[config.mk]
export PLATFORM = sky130hd
export DESIGN_NAME = lsbt_ram
export DESIGN_NICKNAME = d
export VERILOG_FILES = /design/src/hdl/lsbt_ram.sv
export SDC_FILE = /design/constraint.sdc
export NUM_CORES = 2
export LEC_CHECK = 0
export ABC_AREA = 1
export BUFFER_PORTS_ARGS = -buffer_cell sky130_fd_sc_hd__buf_4
export CORE_UTILIZATION = 42
export DETAILED_ROUTE_END_ITERATION = 16
export PLACE_DENSITY = 0.63
export SYNTH_ARGS = -nofsm -noshare
export SYNTH_HDL_FRONTEND = slang
export SYNTH_SLANG_ARGS = --single-unit
[constraint.sdc]
create_clock -name i_clk -period 2.6 [get_ports i_clk]
set_clock_uncertainty 0.1 [all_clocks]
set_input_delay 0.39 -clock i_clk [delete_from_list [all_inputs] [get_ports i_clk]]
set_output_delay 0.39 -clock i_clk [all_outputs]
set_load 0.02 [all_outputs]
[src/hdl/lsbt_ram.sv]
// ---------------------------------------------------------------------------
// lsbt_ram
// Simple dual-port synchronous RAM: one write port, one read port with a
// registered output that holds its value while no read is issued.
// ---------------------------------------------------------------------------
module lsbt_ram #(
    parameter int WIDTH = 8,
    parameter int DEPTH = 512
) (
    input  logic                     i_clk,
    input  logic                     i_we,
    input  logic [$clog2(DEPTH)-1:0] i_waddr,
    input  logic [WIDTH-1:0]         i_wdata,
    input  logic                     i_re,
    input  logic [$clog2(DEPTH)-1:0] i_raddr,
    output logic [WIDTH-1:0]         o_rdata
);

    logic [WIDTH-1:0] r_mem [DEPTH];
    logic [WIDTH-1:0] r_rdata;

    // Write port
    always_ff @(posedge i_clk) begin
        if (i_we) begin
            r_mem[i_waddr] <= i_wdata;
        end
    end

    // Read port, registered output
    always_ff @(posedge i_clk) begin
        if (i_re) begin
            r_rdata <= r_mem[i_raddr];
        end
    end

    assign o_rdata = r_rdata;

endmodule

==> out/results.ini <==
[status]
status = finished, violations left
failed_checks = negative setup slack

[placement]
gp_congestion = 0.884
dp_cells = 19600
post_dp_cell_area_um2 = 183000
io_buffers = 36
dpl.hpwl_um = 301000

[sta]
whs_ps = 93.2
period_share_pct = 101
slew_headroom_pct = 45.5
post-route-min-period_ps = 2620
tightest_slew_ps = 817
finalSetupViolCount = 1
setup-tns-final_ps = -15.8
hold_viol = 0
rsz0062_at_grt = no
timing.final.ws_setup_ps = -15.8
drv_slew = 0
fmax_mhz = 382

[detailed_routing]
first_iter_violations = 14400
vias = 113000
routedWlPerCell_um = 23.6
drc = 0
ant_nets = 0
drt_pass1_iterations = 6
viasPerCell = 5.55
wl_um = 482000

[cells_and_area]
synthToLayoutAreaGrowth_pct = 17.4
drive_gt1_share_pct = 13.7
stdcell_area_um2 = 196000
fin_nets = 14900
instances_no_fill = 20400

[grt]
antenna_found_initial = 27
grt_pass1_wl_um = 710000
grtUsageTotal_pct = 23.6
grt_pass1_vias = 108000
grt_overflow = 0
grt_max_degree = 102

[power]
power_frac_comb_pct = 6.8
p_sw_share_pct = 22.9
p_per_area_nw_per_um2 = 717
clock_power_share_pct = 41.3
switchingPower_mw = 32.1
p_int_mw = 108
p_leak_nw = 70.1
seqPwrFrac_pct = 51.9
vdd_drop_max_v = 0.000606

[job]
drv_cap = 0

[clock_tree]
cts_setup_buffers = 0
cts-root-buf = clkbuf_16
clk_pin_slew_worst_paths_ps = 60
cts.sinks = 4104
cts_made_buffers = 421
cts_max_path_buffers = 4
clk_latency_ps = 990
h-tree-depth = 5
cts_tree = done

[synth]
async_flop_share_pct = 0
syn_nets = 13900
ys_types = 15
synthCells = 13900
synth_edf_count = 4104
synth_top_area_share_pct = 73.9
synth_ff_type = edfxtp_1
ys_warn_count = 0
synth.avg_cell_area_um2 = 12.0
yosysSeqAreaShare_pct = 73.9
netlist_area_um2 = 167000
synth_seq_cells = 4104
synth_most_common_cell = nand2_1
yosysTopAreaCell = edfxtp_1
synth_commonest_cells = nand2_1, edfxtp_1, nand3_1
synth_area_leaders = edfxtp_1, nand3_1, nand2_1

[floorplan]
die_w_um = 632
core-area_um2 = 396000
ioPinCount = 37
die-area_um2 = 400000
die-height_um = 632
initial_core_util_pct = 42.2
rows = 231

[setup_path]
cp_slowest_cell = edfxtp_1
startpoint_type = register
worstSetupEndpointType = output port
max_stage_delay_ps = 850
cp_max_fo = 2
critPathKind = register to output port
cpLargestDelayFamily = flip-flops
crit_required_ps = 2110
crit_buf_inv = 1
path_cells = buf_4
r2r_slack_ps = 80
cp.arrival_ps = 2130

[hold_path]
hold_path.class = input port to register

==> placed cells by master (no fill, tap or decap) <==
cell           netlist  layout
buf_12               1     261
buf_16               0       1
buf_4              123    1215
buf_6               72       1
buf_8                4      11
bufinv_16            0      27
clkbuf_1           184     101
clkbuf_16            0     425
clkinv_1             0      99
clkinv_16            0       5
clkinv_2             0      70
clkinv_4             0       5
clkinv_8             0       2
clkinvlp_4           0      12
diode_2              0       9
dlygate4sd3_1        0      12
edfxtp_1          4104    4104
inv_1               34      32
inv_16               0       7
inv_4                2       1
inv_6                0       8
inv_8                0       4
nand2_1           4160    4145
nand2_4              0      15
nand3_1           4080    4079
nand3_2              0       1
nor2_1             514     512
nor2_2               0       2
nor3_1              11      10
nor3_2               0       1
==> registers in the layout, summed over array words and instances, names as in the netlist <==
register,cells
r_mem,4096
o_rdata,8
==> path summary, 6_finish.rpt <==
path | startpoint | end | cells past startpoint
min reg2reg | r_mem[158][2] | o_rdata[2] | 10
max | o_rdata[4] | o_rdata[4] | 1
max reg2reg | r_mem[385][2] | o_rdata[2] | 11
min | i_waddr[1] | r_mem[21][5] | 5
==> per-layer routing <==
layer,GRT usage (%),routed length (um)
met1,33.2,198000
met2,37.4,223000
met3,3.34,42500
met4,8.66,18900
met5,0,80
==> stage by stage <==
step	util, %	setup WS (ps)	power [mW]
finish	49.5	-15.8	141
global route	49.5	18.5	144
CTS	49.5	38.2	141
detailed placement	46.2	-821	83.7
global placement	46.2	-849	83.6
floorplan	-	519	78.8
==> power by group through the flow <==
stage / clock network, mW / logic (mW) / registers [mW]
after floorplan: 0 / 4.51 / 74.3
after global placement: 0 / 9.32 / 74.3
after detailed placement: 0 / 9.40 / 74.3
after CTS: 58.6 / 9.45 / 72.9
after global routing: 61.0 / 10.2 / 72.9
final: 58.1 / 9.54 / 72.9
==> final cells by class <==
class | count | area, um2
timing repair buffer | 1501 | 14700
antenna | 9 | 22.5
clock inverter | 233 | 2030
fill | 33700 | 200000
inverter | 39 | 203
tap | 5242 | 6560
clock buffer | 526 | 11000
sequential | 4104 | 123000
multi-input combinational | 8765 | 38100
==> repair_timing <==
action,in CTS,in global routing
endpoints found under the setup margin,0,1
hold buffers,12,0
hold endpoints to repair,781,0
gates resized for setup,0,1
==> kinds of logic (layout without fill, tap and decap cells) <==
family / count (synthesis) / after routing / synth area share [%]
and+or+nand+nor: 8765 / 8765 / 22.8
DFF: 4104 / 4104 / 73.9
other: 0 / 9 / 0
buffers and inverters: 1022 / 2299 / 3.33
No activity file was read; power rests on OpenSTA's default activity.
